[config.mk]
export PLATFORM = sky130hd
export DESIGN_NAME = rtu_frame_receive_check
export DESIGN_NICKNAME = d
export VERILOG_FILES = /design/src/hdl/rfrc_pkg.sv /design/src/hdl/rfrc_ram.sv /design/src/hdl/rfrc_crc_unit.sv /design/src/hdl/rfrc_ctrl.sv /design/src/hdl/rtu_frame_receive_check.sv
export SDC_FILE = /design/constraint.sdc
export NUM_CORES = 1
export LEC_CHECK = 0
export BUFFER_PORTS_ARGS = -buffer_cell sky130_fd_sc_hd__buf_2
export CORE_AREA = 2 2 144 146
export CTS_CLUSTER_DIAMETER = 30
export DETAILED_ROUTE_END_ITERATION = 8
export DIE_AREA = 0 0 146 148
export GPL_TIMING_DRIVEN = 0
export HOLD_SLACK_MARGIN = 0.05
export PLACE_DENSITY = 0.88
export SLEW_MARGIN = 30
export SYNTH_ARGS = -nofsm -noshare
export SYNTH_HDL_FRONTEND = slang
export SYNTH_HIERARCHICAL = 1
export SYNTH_SLANG_ARGS = --single-unit
[constraint.sdc]
create_clock -name clock -period 3.6 [get_ports clock]
set_input_delay 0.18 -clock clock [delete_from_list [all_inputs] [get_ports clock]]
set_output_delay 0.18 -clock clock [all_outputs]
set_load 0.02 [all_outputs]
[src/hdl/rfrc_pkg.sv]
// ----------------------------------------------------------------------------
// rfrc_pkg: shared definitions for the RTU frame receive check
// Sizes, codes, register map and the types passed between the modules.
// ----------------------------------------------------------------------------
package rfrc_pkg;

   // Frame store size and the widths that follow from it.
   localparam int BUFFER_BYTES = 16;
   localparam int ADDR_W       = $clog2(BUFFER_BYTES);
   localparam int CNT_W        = $clog2(BUFFER_BYTES + 1);

   // CRC-16 as used on the serial line: reflected polynomial, all-ones start.
   localparam logic [15:0] CRC_INIT = 16'hFFFF;
   localparam logic [15:0] CRC_POLY = 16'hA001;
   localparam int          CRC_BITS = 8;

   localparam logic [7:0] BROADCAST_NODE = 8'h00;

   // Register reset values.
   localparam logic [7:0] SLAVE_ADDR_RESET = 8'd1;
   localparam logic [7:0] GAP_TICKS_RESET  = 8'd6;
   localparam logic [7:0] WD_RELOAD_RESET  = 8'd40;
   localparam logic [7:0] WD_COUNT_RESET   = 8'd40;

   // Register map: word index taken from the byte address.
   localparam int CSR_ADDR_W = 4;
   localparam int CSR_DATA_W = 32;
   localparam logic [1:0] REG_SLAVE_ADDR = 2'd0;
   localparam logic [1:0] REG_GAP_TICKS  = 2'd1;
   localparam logic [1:0] REG_WD_RELOAD  = 2'd2;

   typedef enum logic [1:0] {
      OP_BYTE    = 2'd0,
      OP_MS_TICK = 2'd1,
      OP_RELEASE = 2'd2,
      OP_WD_TICK = 2'd3
   } op_type;

   typedef enum logic [1:0] {
      VERDICT_NONE     = 2'd0,
      VERDICT_ACCEPT   = 2'd1,
      VERDICT_CRC_BAD  = 2'd2,
      VERDICT_ADDR_BAD = 2'd3
   } verdict_type;

   typedef enum logic [2:0] {
      ST_IDLE,
      ST_POST,
      ST_CRC_RD,
      ST_CRC_LOAD,
      ST_CRC_BIT,
      ST_CHECK,
      ST_EMIT_RD,
      ST_EMIT_OUT
   } state_type;

   typedef struct packed {
      logic [7:0] slave_address;
      logic [7:0] gap_ticks;
      logic [7:0] watchdog_reload;
   } cfg_type;

   typedef struct packed {
      logic       init;
      logic       load;
      logic       step;
      logic [7:0] data;
   } crc_cmd_type;

   typedef struct packed {
      logic              wr_en;
      logic [ADDR_W-1:0] wr_addr;
      logic [7:0]        wr_data;
      logic              rd_en;
      logic [ADDR_W-1:0] rd_addr;
   } ram_req_type;

   typedef struct packed {
      verdict_type verdict;
      logic [7:0]  frame_byte;
      logic [5:0]  byte_index;
      logic        last_byte;
      logic        link_active;
      logic        holding;
   } rsp_type;

endpackage

[src/hdl/rfrc_ram.sv]
// ----------------------------------------------------------------------------
// rfrc_ram: generic single-port-write, single-port-read RAM
// One write and one registered read per cycle.
// ----------------------------------------------------------------------------
module rfrc_ram #(
   parameter int WIDTH  = 8,
   parameter int DEPTH  = 16,
   parameter int ADDR_W = $clog2(DEPTH)
) (
   input  logic              clock,
   input  logic              wr_en,
   input  logic [ADDR_W-1:0] wr_addr,
   input  logic [WIDTH-1:0]  wr_data,
   input  logic              rd_en,
   input  logic [ADDR_W-1:0] rd_addr,
   output logic [WIDTH-1:0]  rd_data
);

   logic [WIDTH-1:0] mem_ff [DEPTH];
   logic [WIDTH-1:0] rd_data_ff;

   always_ff @(posedge clock) begin
      if (wr_en) begin
         mem_ff[wr_addr] <= wr_data;
      end
      if (rd_en) begin
         rd_data_ff <= mem_ff[rd_addr];
      end
   end

   assign rd_data = rd_data_ff;

endmodule

[src/hdl/rfrc_crc_unit.sv]
// ----------------------------------------------------------------------------
// rfrc_crc_unit: bit-serial CRC-16 engine
// Folds in a byte on load and advances the reflected CRC one bit per step.
// ----------------------------------------------------------------------------
module rfrc_crc_unit (
   input  logic                 clock,
   input  rfrc_pkg::crc_cmd_type cmd,
   output logic [15:0]          crc
);
   import rfrc_pkg::*;

   logic [15:0] crc_ff;
   logic [15:0] crc_in;

   always_comb begin
      crc_in = crc_ff;
      if (cmd.init) begin
         crc_in = CRC_INIT;
      end else if (cmd.load) begin
         crc_in = crc_ff ^ {8'h00, cmd.data};
      end else if (cmd.step) begin
         crc_in = crc_ff[0] ? ((crc_ff >> 1) ^ CRC_POLY) : (crc_ff >> 1);
      end
   end

   always_ff @(posedge clock) begin
      crc_ff <= crc_in;
   end

   assign crc = crc_ff;

endmodule

[src/hdl/rfrc_ctrl.sv]
// ----------------------------------------------------------------------------
// rfrc_ctrl: receive sequencer
// Handles each transaction, drives the CRC pass over the store and emits the
// accepted frame through the result register.
// ----------------------------------------------------------------------------
module rfrc_ctrl (
   input  logic                   clock,
   input  logic                   reset,
   input  rfrc_pkg::cfg_type      cfg,
   input  logic                   req_valid,
   output logic                   req_stall,
   input  logic [1:0]             req_op,
   input  logic [7:0]             req_rx_byte,
   output logic                   rsp_valid,
   input  logic                   rsp_stall,
   output rfrc_pkg::rsp_type      rsp,
   output rfrc_pkg::ram_req_type  ram_req,
   input  logic [7:0]             ram_rd_data,
   output rfrc_pkg::crc_cmd_type  crc_cmd,
   input  logic [15:0]            crc_value
);
   import rfrc_pkg::*;

   state_type         state_ff, state_in;
   logic [CNT_W-1:0]  count_ff, count_in;
   logic [7:0]        gap_ff, gap_in;
   logic [7:0]        wd_ff, wd_in;
   logic              link_ff, link_in;
   logic              hold_ff, hold_in;
   logic [7:0]        rx_m1_ff, rx_m1_in;
   logic [7:0]        rx_m2_ff, rx_m2_in;
   logic [7:0]        first_ff, first_in;
   logic [ADDR_W-1:0] idx_ff, idx_in;
   logic [ADDR_W-1:0] body_ff, body_in;
   logic [2:0]        bit_ff, bit_in;
   verdict_type       pend_ff, pend_in;
   logic              rsp_valid_ff, rsp_valid_in;
   rsp_type           rsp_ff, rsp_in;

   logic              accept;
   logic              out_free;
   logic [CNT_W-1:0]  count_eff;
   logic [7:0]        gap_dec;
   logic              last_idx;

   assign accept    = req_valid && (state_ff == ST_IDLE);
   assign out_free  = !rsp_valid_ff || !rsp_stall;
   assign count_eff = (gap_ff == 8'd0) ? '0 : count_ff;
   assign gap_dec   = (gap_ff != 8'd0) ? (gap_ff - 8'd1) : 8'd0;
   assign last_idx  = (idx_ff == (body_ff - ADDR_W'(1)));

   always_comb begin
      state_in     = state_ff;
      count_in     = count_ff;
      gap_in       = gap_ff;
      wd_in        = wd_ff;
      link_in      = link_ff;
      hold_in      = hold_ff;
      rx_m1_in     = rx_m1_ff;
      rx_m2_in     = rx_m2_ff;
      first_in     = first_ff;
      idx_in       = idx_ff;
      body_in      = body_ff;
      bit_in       = bit_ff;
      pend_in      = pend_ff;
      rsp_valid_in = rsp_valid_ff && rsp_stall;
      rsp_in       = rsp_ff;
      ram_req      = '0;
      crc_cmd      = '0;

      case (state_ff)
         ST_IDLE: begin
            if (accept) begin
               pend_in  = VERDICT_NONE;
               state_in = ST_POST;
               case (op_type'(req_op))
                  OP_BYTE: begin
                     if (!hold_ff) begin
                        gap_in   = cfg.gap_ticks;
                        rx_m1_in = req_rx_byte;
                        rx_m2_in = rx_m1_ff;
                        if (count_eff == '0) begin
                           first_in = req_rx_byte;
                        end
                        // Once full, the last two bytes live in the shadow
                        // registers only; the body entries stay as they are.
                        if (count_eff < CNT_W'(BUFFER_BYTES)) begin
                           ram_req.wr_en   = 1'b1;
                           ram_req.wr_addr = count_eff[ADDR_W-1:0];
                           ram_req.wr_data = req_rx_byte;
                           count_in        = count_eff + CNT_W'(1);
                        end else begin
                           count_in = count_eff;
                        end
                     end
                  end
                  OP_MS_TICK: begin
                     gap_in = gap_dec;
                     if (!hold_ff && gap_dec == 8'd0 && count_ff > CNT_W'(2)) begin
                        body_in      = ADDR_W'(count_ff - CNT_W'(2));
                        idx_in       = '0;
                        crc_cmd.init = 1'b1;
                        state_in     = ST_CRC_RD;
                     end
                  end
                  OP_RELEASE: begin
                     if (hold_ff) begin
                        hold_in  = 1'b0;
                        count_in = '0;
                     end
                  end
                  OP_WD_TICK: begin
                     if (wd_ff != 8'd0) begin
                        wd_in = wd_ff - 8'd1;
                     end else begin
                        link_in  = 1'b0;
                        count_in = '0;
                        gap_in   = 8'd0;
                        hold_in  = 1'b0;
                        wd_in    = cfg.watchdog_reload;
                     end
                  end
                  default: begin
                  end
               endcase
            end
         end
         ST_POST: begin
            if (out_free) begin
               rsp_valid_in       = 1'b1;
               rsp_in.verdict     = pend_ff;
               rsp_in.frame_byte  = 8'h00;
               rsp_in.byte_index  = 6'd0;
               rsp_in.last_byte   = 1'b0;
               rsp_in.link_active = link_ff;
               rsp_in.holding     = hold_ff;
               state_in           = ST_IDLE;
            end
         end
         ST_CRC_RD: begin
            ram_req.rd_en   = 1'b1;
            ram_req.rd_addr = idx_ff;
            state_in        = ST_CRC_LOAD;
         end
         ST_CRC_LOAD: begin
            crc_cmd.load = 1'b1;
            crc_cmd.data = ram_rd_data;
            bit_in       = 3'd0;
            state_in     = ST_CRC_BIT;
         end
         ST_CRC_BIT: begin
            crc_cmd.step = 1'b1;
            bit_in       = bit_ff + 3'd1;
            if (bit_ff == 3'(CRC_BITS - 1)) begin
               if (last_idx) begin
                  state_in = ST_CHECK;
               end else begin
                  idx_in   = idx_ff + ADDR_W'(1);
                  state_in = ST_CRC_RD;
               end
            end
         end
         ST_CHECK: begin
            count_in = '0;
            if (crc_value != {rx_m1_ff, rx_m2_ff}) begin
               pend_in  = VERDICT_CRC_BAD;
               state_in = ST_POST;
            end else if (first_ff != cfg.slave_address && first_ff != BROADCAST_NODE) begin
               pend_in  = VERDICT_ADDR_BAD;
               state_in = ST_POST;
            end else begin
               link_in  = 1'b1;
               hold_in  = 1'b1;
               wd_in    = cfg.watchdog_reload;
               idx_in   = '0;
               state_in = ST_EMIT_RD;
            end
         end
         ST_EMIT_RD: begin
            ram_req.rd_en   = 1'b1;
            ram_req.rd_addr = idx_ff;
            state_in        = ST_EMIT_OUT;
         end
         ST_EMIT_OUT: begin
            if (out_free) begin
               rsp_valid_in       = 1'b1;
               rsp_in.verdict     = VERDICT_ACCEPT;
               rsp_in.frame_byte  = ram_rd_data;
               rsp_in.byte_index  = 6'(idx_ff);
               rsp_in.last_byte   = last_idx;
               rsp_in.link_active = link_ff;
               rsp_in.holding     = hold_ff;
               if (last_idx) begin
                  state_in = ST_IDLE;
               end else begin
                  idx_in   = idx_ff + ADDR_W'(1);
                  state_in = ST_EMIT_RD;
               end
            end
         end
         default: begin
            state_in = ST_IDLE;
         end
      endcase
   end

   always_ff @(posedge clock) begin
      if (reset) begin
         state_ff     <= ST_IDLE;
         count_ff     <= '0;
         gap_ff       <= 8'd0;
         wd_ff        <= WD_COUNT_RESET;
         link_ff      <= 1'b0;
         hold_ff      <= 1'b0;
         rsp_valid_ff <= 1'b0;
      end else begin
         state_ff     <= state_in;
         count_ff     <= count_in;
         gap_ff       <= gap_in;
         wd_ff        <= wd_in;
         link_ff      <= link_in;
         hold_ff      <= hold_in;
         rsp_valid_ff <= rsp_valid_in;
      end
   end

   always_ff @(posedge clock) begin
      rx_m1_ff <= rx_m1_in;
      rx_m2_ff <= rx_m2_in;
      first_ff <= first_in;
      idx_ff   <= idx_in;
      body_ff  <= body_in;
      bit_ff   <= bit_in;
      pend_ff  <= pend_in;
      rsp_ff   <= rsp_in;
   end

   assign req_stall = (state_ff != ST_IDLE);
   assign rsp_valid = rsp_valid_ff;
   assign rsp       = rsp_ff;

endmodule

[src/hdl/rtu_frame_receive_check.sv]
// ----------------------------------------------------------------------------
// rtu_frame_receive_check: serial-line slave frame receiver with CRC check
// Collects received bytes, closes a frame on inter-byte silence, checks the
// CRC-16 and the slave address, and hands a good frame out byte by byte.
// ----------------------------------------------------------------------------
// A transaction on the request channel is one event: a received byte, a
// millisecond tick, a release after the reply, or a slow watchdog tick. Every
// transaction produces exactly one result, except a millisecond tick that
// closes a good frame, which produces one result per frame byte (CRC
// excluded) and then blocks further byte reception until a release or a
// watchdog expiry. A simple event is accepted and updates state, then the
// result register is loaded once free. In a frame check each body byte is
// read from the store, registered, then folded in one bit per cycle by a
// single CRC engine; a compare state follows, then each emitted byte has a
// read and an output state on the store's single read port. The result
// register keeps the finished result while the consumer stalls. The frame
// store needs no clearing after reset; only written entries are ever read.
// ----------------------------------------------------------------------------
module rtu_frame_receive_check (
   input  logic                            clock,
   input  logic                            reset,
   // Request channel.
   input  logic                            req_valid,
   output logic                            req_stall,
   input  logic [1:0]                      req_op,
   input  logic [7:0]                      req_rx_byte,
   // Result channel.
   output logic                            rsp_valid,
   input  logic                            rsp_stall,
   output logic [1:0]                      rsp_verdict,
   output logic [7:0]                      rsp_frame_byte,
   output logic [5:0]                      rsp_byte_index,
   output logic                            rsp_last_byte,
   output logic                            rsp_link_active,
   output logic                            rsp_holding,
   // Configuration port.
   input  logic                            csr_psel,
   input  logic                            csr_penable,
   input  logic                            csr_pwrite,
   input  logic [rfrc_pkg::CSR_ADDR_W-1:0] csr_paddr,
   input  logic [rfrc_pkg::CSR_DATA_W-1:0] csr_pwdata,
   output logic [rfrc_pkg::CSR_DATA_W-1:0] csr_prdata,
   output logic                            csr_pready
);
   import rfrc_pkg::*;

   logic [7:0]  slave_addr_ff, slave_addr_in;
   logic [7:0]  gap_ticks_ff, gap_ticks_in;
   logic [7:0]  wd_reload_ff, wd_reload_in;

   logic        csr_write;
   logic [1:0]  csr_index;

   cfg_type     cfg;
   rsp_type     rsp;
   ram_req_type ram_req;
   logic [7:0]  ram_rd_data;
   crc_cmd_type crc_cmd;
   logic [15:0] crc_value;

   // The register file. The port never waits, so a write lands at the
   // access cycle. Writes to addresses past the last register are dropped.
   assign csr_pready = 1'b1;
   assign csr_write  = csr_psel && csr_penable && csr_pwrite && csr_pready;
   assign csr_index  = csr_paddr[3:2];

   always_comb begin
      slave_addr_in = slave_addr_ff;
      gap_ticks_in  = gap_ticks_ff;
      wd_reload_in  = wd_reload_ff;
      if (csr_write) begin
         case (csr_index)
            REG_SLAVE_ADDR: slave_addr_in = csr_pwdata[7:0];
            REG_GAP_TICKS:  gap_ticks_in  = csr_pwdata[7:0];
            REG_WD_RELOAD:  wd_reload_in  = csr_pwdata[7:0];
            default: begin
            end
         endcase
      end
   end

   always_comb begin
      case (csr_index)
         REG_SLAVE_ADDR: csr_prdata = {24'h000000, slave_addr_ff};
         REG_GAP_TICKS:  csr_prdata = {24'h000000, gap_ticks_ff};
         REG_WD_RELOAD:  csr_prdata = {24'h000000, wd_reload_ff};
         default:        csr_prdata = '0;
      endcase
   end

   always_ff @(posedge clock) begin
      if (reset) begin
         slave_addr_ff <= SLAVE_ADDR_RESET;
         gap_ticks_ff  <= GAP_TICKS_RESET;
         wd_reload_ff  <= WD_RELOAD_RESET;
      end else begin
         slave_addr_ff <= slave_addr_in;
         gap_ticks_ff  <= gap_ticks_in;
         wd_reload_ff  <= wd_reload_in;
      end
   end

   assign cfg.slave_address   = slave_addr_ff;
   assign cfg.gap_ticks       = gap_ticks_ff;
   assign cfg.watchdog_reload = wd_reload_ff;

   // Sequencer: owns all receive state and the result register.
   rfrc_ctrl u_ctrl (
      .clock       (clock),
      .reset       (reset),
      .cfg         (cfg),
      .req_valid   (req_valid),
      .req_stall   (req_stall),
      .req_op      (req_op),
      .req_rx_byte (req_rx_byte),
      .rsp_valid   (rsp_valid),
      .rsp_stall   (rsp_stall),
      .rsp         (rsp),
      .ram_req     (ram_req),
      .ram_rd_data (ram_rd_data),
      .crc_cmd     (crc_cmd),
      .crc_value   (crc_value)
   );

   // Frame store. The last two bytes of a full frame are also kept in
   // shadow registers inside the sequencer, so the store never shifts.
   rfrc_ram #(
      .WIDTH (8),
      .DEPTH (BUFFER_BYTES)
   ) u_store (
      .clock   (clock),
      .wr_en   (ram_req.wr_en),
      .wr_addr (ram_req.wr_addr),
      .wr_data (ram_req.wr_data),
      .rd_en   (ram_req.rd_en),
      .rd_addr (ram_req.rd_addr),
      .rd_data (ram_rd_data)
   );

   // Bit-serial CRC engine.
   rfrc_crc_unit u_crc (
      .clock (clock),
      .cmd   (crc_cmd),
      .crc   (crc_value)
   );

   assign rsp_verdict     = rsp.verdict;
   assign rsp_frame_byte  = rsp.frame_byte;
   assign rsp_byte_index  = rsp.byte_index;
   assign rsp_last_byte   = rsp.last_byte;
   assign rsp_link_active = rsp.link_active;
   assign rsp_holding     = rsp.holding;

endmodule

==> results of run 1 <==
[cell usage after synthesis (all sizes together) (12+ instances only)]
cell type / instances / area [um^2]
buf: 49 / 354.1
a21oi: 28 / 140.1
xor2: 27 / 236.5
ha: 12 / 150.1
inv: 24 / 90.09
clkbuf: 17 / 63.81
nand3: 18 / 95.09
and2: 27 / 168.9
and3: 13 / 81.33
nand2b: 33 / 214.0
nor3: 15 / 75.07
mux4: 32 / 773.2
nand2: 74 / 277.8
dfxtp: 67 / 1341
mux2i: 36 / 360.4
edfxtp: 190 / 5705
a22oi: 17 / 127.6
nor2: 66 / 247.7
o21ai: 38 / 193.9
[stage by stage]
stage | cell area (um^2) | setup TNS, ps | hold WS (ps) | utilization [%]
after global routing | 14230 | -2319 | 90.43 | 71.01
after floorplan | 11930 | 0 | 278.9 | -
after CTS | 14180 | -307.7 | 52.86 | 70.75
final | 14230 | 0 | 65.66 | 71.01
after detailed placement | 12570 | -22430 | 432.6 | 62.71
after global placement | 12530 | -11380 | 432.4 | 62.53
[metal layers]
| metal | up-vias | global-route usage [%] | wire length [um] |
|---|---|---|---|
| li1 | 3683 | - | - |
| met1 | 3921 | 33.23 | 10810 |
| met2 | 465 | 43.09 | 13450 |
| met3 | 91 | 4.907 | 2484 |
| met4 | 0 | 12.14 | 1118 |
| met5 | - | 0 | 0 |
[flip-flops by register name, summed over array words and instances (netlist names)]
name / flops
u_crc/crc: 16
u_ctrl/rsp: 17
u_ctrl/bit_ff: 3
gap_ticks_ff: 8
u_ctrl/state_ff: 3
u_ctrl/pend_ff: 2
u_ctrl/hold_ff: 1
u_ctrl/rsp_valid: 1
u_ctrl/body_ff: 4
u_ctrl/rx_m2_ff: 8
u_ctrl/idx_ff: 4
slave_addr_ff: 8
u_ctrl/count_ff: 5
u_ctrl/gap_ff: 8
wd_reload_ff: 8
u_store/mem_ff: 128
u_ctrl/wd_ff: 8
u_store/rd_data: 8
u_ctrl/link_ff: 1
u_ctrl/first_ff: 8
u_ctrl/rx_m1_ff: 8
[worst min-delay path by stage]
| stage | slack [ps] | cells after the start | end |
|---|---|---|---|
| floorplan | 280 | 0 | u_ctrl/first_ff[0] |
| global placement | 430 | 1 | u_ctrl/rx_m1_ff[2] |
| detailed placement | 430 | 1 | u_ctrl/rx_m1_ff[5] |
| CTS | 50 | 3 | u_ctrl/wd_ff[5] |
| global route | 90 | 3 | u_ctrl/wd_ff[5] |
| finish | 70 | 3 | u_ctrl/wd_ff[5] |
[power by group through the flow]
| stage | Clock [mW] | Combinational (mW) | Sequential, mW |
|---|---|---|---|
| 6_report | 3.98 | 0.491 | 3.29 |
| 5_1_grt | 4.16 | 0.527 | 3.29 |
| 4_1_cts | 4.02 | 0.480 | 3.29 |
| 3_5_place_dp | 0 | 0.457 | 3.34 |
| 3_3_place_gp | 0 | 0.439 | 3.34 |
| 2_1_floorplan | 0 | 0.322 | 3.34 |
[timing repair]
| action | CTS | global route |
|---|---|---|
| gates resized for setup | 3 | 16 |
| endpoints found under the hold margin | 40 | 0 |
| hold buffers | 17 | 0 |
| endpoints found under the setup margin | 96 | 96 |
[worst min-delay path, stage by stage]
cell,delay [ps]
buf_2,110
inv_1,110
a31oi_1,140
[cells in the final DEF, fill, tap and decap left out, types with 18 or more instances in the layout]
cell       count
mux2i_1       36
inv_1         24
buf_2         65
edfxtp_1     190
buf_4         29
and2_1        27
dfxtp_1       67
xor2_1        27
nor2_1        53
a21oi_1       27
clkbuf_16     44
nand2_1       74
o21ai_0       34
mux4_2        18
clkbuf_1      22
nand2b_1      32
conb_1        27
[cell families (layout without fill, tap and decap cells)]
kind of cell,after synthesis,after routing,share of synthesized area [%]
DFF,257,257,59.50
other,3,27,0.09508
xor gates and xnor gates,38,38,2.810
adders and majority gates,12,12,1.268
AOI/OAI and AO/OA,139,139,7.766
and+or+nand+nor,316,316,14.41
muxes,68,68,9.572
buffers and inverters,94,244,4.575
[layout make-up]
cell class                      instances  area, um^2  share of cell area, %
Timing Repair Buffer                   70       441.7                  3.104
Multi-Input combinational cell        600        4422                  31.07
Inverter                               25       93.84                 0.6595
Sequential cell                       257        7047                  49.52
Buffer                                 69       451.7                  3.174
Clock buffer                           50        1124                  7.896
Tap cell                              270       337.8                  2.374
Clock inverter                         30       312.8                  2.198
==> impl_results.md, run 1 <==
* Outcome: finished clean
* Fmax at roughly 280 MHz
* DP Worst Slack at -326.8 ps
* Arr. time, crit path at 3730 ps
* CTS Buffer Depth at 3
* DR WL/cell at 20.32 um
* Vias per cell at about 6.0
* Post-Syn Instances at 927
* Power per cell area at around 550 nW/um^2
* Drt first pass iters at 5
* Final setup skew at 29.82 ps
* Start point of the worst hold path: reset
* Layout area overhead at 20.16%
* Synth Area per Inst at 12.78 um^2
* Synthesized area at 11840 um^2
* Worst min path class: input pin to flop
* Die Area at 21610 um^2
* H-tree depth at 2
* Worst vdd ir at approximately 0.54 mV
* Worst Tran Pin Value at 894.3 ps
* Levels on crit path at 9
* WP buf/inv at 2
* Tmin final at 3576 ps
* Total track usage at 25.89%
* Slew margin rel. at 40.16%
* Drt drc at 0
* Worst-path clk slew at 50 ps
* Vias at 8160
* Latest clock arrival within the worst-skew pair at between 500 and 600 ps
* Number of DRC markers in iteration 0 at 794
* Slowest CP cell: or4_4
* #FFs+latches synth at 257
* TritonCTS Sinks at 257
* Hpwl dp at 17.67 mm
* Synth Warn # at 6
* EDFF count, synth at 190
* Tot Pwr at slightly below 8 mW
* Vias in the first global route at 7997
* Reg2Reg Depth at 9
* Main flop type after synthesis: edfxtp_1
* Crit path launch type: flop
* Die height at 148 um
* Num ports at 107
* CTS tree: built
* Setup crit end kind: flop
* Pin count of the biggest net entering global routing at 26
* R2R Setup Slk at 20 ps
* Antenna cells at 0
* Total congestion overflow at 0
* CTS root buf: clkbuf_16
* Finished Layout Cells at around 1400
* Row count at 52
* Sw power at 1.778 mW
* CP top delay family: simple AND/OR/NAND/NOR gates
* Seq/Total Area, Yosys at 59.50%
* Sw Ratio at approximately 23%
* DIE WIDTH at approximately 150 um
* RSZ-0062 raised after global routing: true
* Sequential power share at 42.4%
* Port bufs at 52
* Final Setup Violations at 0
* Final Max Slew Viols at 0
* CP Max Fanout at 10
* First-pass GRT wire length at 43.28 mm
* Clock buffer count from CTS at 43
* Initial Util at 59.10%
* Final GP Congestion at 0.9300
* Hold Fails Final Rpt at 0
* DP Cell Count at 1274
* Max stage delay on crit path at around 540 ps
* CP required at 3760 ps
* Core area at 20040 um^2
* # nets final at 1131
* Int Pwr at 5.983 mW
* Layout fillers at 1281
* Async S/R FF share, synth at 0%
* Post-Route WL at 27.86 mm
* Antenna Nets Post-Route at 0
* Fraction of the cycle the final worst path needs at 99.34%
* Post-CTS Setup Inserts at 0
* Comb pwr share at 6.3%
* Crit Reg-Reg Endpoint: u_store/mem_ff[15][7]
* Reg2reg start: u_ctrl/gap_ff[3]
* MaxCap Viol Count at 0
* Slack of the critical path at around 24 ps
* Most used cell, CP: nand2_1
* Initial antenna violation count at 0
* Critical Path Sink: u_store/mem_ff[15][7]
* WS Path Type: flop to flop
* Critical path origin: u_ctrl/gap_ff[3]
* Clock share of power at 51.3%
* Share of layout cells above drive strength 1 at 21.16%
* Number of distinct library cells after synthesis at 77
* Leakage at ~5.3 nW
* Cell Chain, Critical Path: buf_6, or4_4, or3_4, nand2_1, clkbuf_1, ha_1, and2_1, nand2_1, nor2_2
Note: power is estimated with default switching activity, not from simulation.
==> inputs of run 2 (changes only) <==
- HOLD_SLACK_MARGIN: 0.05 -> 0.1
==> run 2 against run 1 <==
  * Cell count up 0.15%
  * Sequential share of layout area fell by 0.070 points
  * Setup slack better by 13 ps
  * Combinational power hardly changed
  * Die area unchanged
  * Sequential power about the same
  * Critical path depth did not move
  * Via count increased by 0.80%
  * Critical path type unchanged
  * Largest power group unchanged
==> impl_results.md, run 2 (synthesis results as in run 1) <==
* Outcome: finished clean
* Most common cell after layout, fill and taps aside: edfxtp_1
* Latest clock arrival within the worst-skew pair at 530 ps (about the same)
* Reg with most FFs: u_store/mem_ff
* Post-CTS Setup Inserts at 0 (unchanged)
* Post-Route WL at 27.94 mm (+0.30%)
* Critical path origin: u_ctrl/gap_ff[3]
* Port bufs at 52 (unchanged)
* Final GP Congestion at 0.9300 (unchanged)
* Hold Fails Final Rpt at 0 (unchanged)
* DIE WIDTH at 146 um (unchanged)
* Setup crit end kind: flop
* Start point of the worst hold path: csr_pwrite
* Initial antenna violation count at 0 (unchanged)
* Crit path launch type: flop
* Slew margin rel. at 39.77% (-0.39 points)
* Most used cell, CP: nand2_1
* Worst Tran Pin Value at 900.1 ps (+5.764 ps)
* RSZ-0062 raised after global routing: true
* CP required at 3760 ps (about the same)
* CTS tree: built
* CP Max Fanout at 10 (unchanged)
* Layout area overhead at 20.33%
* Vias at 8225 (+0.80%)
* Worst min path class: input pin to flop
* Die Area at 21610 um^2 (unchanged)
* R2R Setup Slk at 40 ps (about the same)
* Clock buffer count from CTS at 43 (unchanged)
* Worst-path clk slew at 50 ps (about the same)
* Vias per cell at 5.991 (+0.65%)
* Max FFs per register at 128 (unchanged)
* DR WL/cell at 20.35 um (+0.16%)
* Vias in the first global route at 7995 (-0.025%)
* Die height at 148 um (unchanged)
* Total congestion overflow at 0 (unchanged)
* Antenna cells at 0 (unchanged)
* CTS root buf: clkbuf_16
* Worst vdd ir at 0.5380 mV (-0.23%)
* Antenna Nets Post-Route at 0 (unchanged)
* Core area at 20040 um^2 (unchanged)
* Leakage at 5.338 nW (+0.16%)
* Drt drc at 0 (unchanged)
* Max stage delay on crit path at 540 ps (about the same)
* Drt first pass iters at 5 (unchanged)
* DP Worst Slack at -326.8 ps (unchanged)
* Initial Util at 59.10% (unchanged)
* Slack of the critical path at 36.99 ps (+13.12 ps)
* Share of layout cells above drive strength 1 at 21.12% (-0.038 points)
* Number of DRC markers in iteration 0 at 823 (+3.7%)
* Fraction of the cycle the final worst path needs at 98.97% (-0.36 points)
* Tmin final at 3563 ps (-13.12 ps)
* Fmax at 280.7 MHz (+0.37%)
* Cell Chain, Critical Path: buf_6, or4_4, or3_4, nand2_1, clkbuf_1, ha_1, and2_1, nand2_1, nor2_2
* First-pass GRT wire length at 43.32 mm (about the same)
* Final Setup Violations at 0 (unchanged)
* Final setup skew at 29.86 ps (+0.04490 ps)
* # nets final at 1133 (+0.18%)
* Total track usage at 25.90% (about the same)
* MaxCap Viol Count at 0 (unchanged)
* Hpwl dp at 17.67 mm (unchanged)
* Slowest CP cell: or4_4
* Reg2reg start: u_ctrl/gap_ff[3]
* Highest-count cells in the layout ignoring fill and taps: 190 x edfxtp_1, 74 x nand2_1, 67 x dfxtp_1
* Row count at 52 (unchanged)
* Arr. time, crit path at 3720 ps (about the same)
* Tot Pwr at 7.759 mW (about the same)
* WS Path Type: flop to flop
* TritonCTS Sinks at 257 (unchanged)
* CTS Buffer Depth at 3 (unchanged)
* Final Max Slew Viols at 0 (unchanged)
* Num ports at 107 (unchanged)
* Pin count of the biggest net entering global routing at 26 (unchanged)
* Power per cell area at 544.5 nW/um^2 (-0.17%)
* H-tree depth at 2 (unchanged)
==> run 2: changes by cell type in the layout (fill, tap and decap cells not counted) <==
cell,delta
dlygate4sd3_1,+2
==> run 2: path summary, 6_finish.rpt <==
check / to / depth (start not counted)
worst max-delay path: u_store/mem_ff[15][7] / 9
worst min-delay path: wd_reload_ff[7] / 3
worst max register to register: u_store/mem_ff[15][7] / 9
worst min register to register: u_ctrl/rsp[1] / 0
==> run 2: cell type report <==
type                    instances  area, um^2
clock inverters                30       312.8
flip-flops and latches        257        7047
fillers                      1276        5789
clock buffers                  50        1124
multi-input cells             600        4422
plain buffers                  69       451.7
repair buffers                 72       461.7
well taps                     270       337.8
inverters                      25       93.84
==> run 2: repair_timing <==
item / 4_1_cts / 5_1_grt
gates resized for setup: 3 / 16
gates cloned: 0 / 0
hold endpoints to repair: 49 / 0
hold buffers: 19 / 0
setup endpoints to repair: 96 / 96
==> run 2: per-layer routing <==
metal	track usage (%)	routed length [um]	up-vias
met4	11.50	1066	0
li1	-	-	3696
met2	43.23	13420	465
met5	0	0	-
met1	33.46	11030	3972
met3	4.815	2426	92
==> run 2: per-stage QoR <==
step	util [%]	TNS [ps]	cells	hold slack, ps	area (um^2)
2_1_floorplan	-	0	951	278.9	11930
5_1_grt	71.11	-2319	1373	147.6	14250
6_report	71.11	0	1373	133.7	14250
3_3_place_gp	62.53	-11380	1273	432.4	12530
3_5_place_dp	62.71	-22430	1274	432.6	12570
4_1_cts	70.85	-307.7	1373	118.5	14200
==> run 2: power breakdown <==
group	leakage, nW	internal, mW	switching (mW)
clock	0.689	2.56	1.42
combinational	2.31	0.194	0.299
sequential	2.34	3.24	0.0543
total	5.34	5.98	1.77
==> run 2: critical path: cells and delay by family, from the launching register on <==
| kind | cells | cell delay, ps |
|---|---|---|
| AND/OR/NAND/NOR | 6 | 2230 |
| flip-flops | 1 | 300 |
| adder cells (fa/ha/maj) | 1 | 210 |
| buffers and inverters | 2 | 460 |
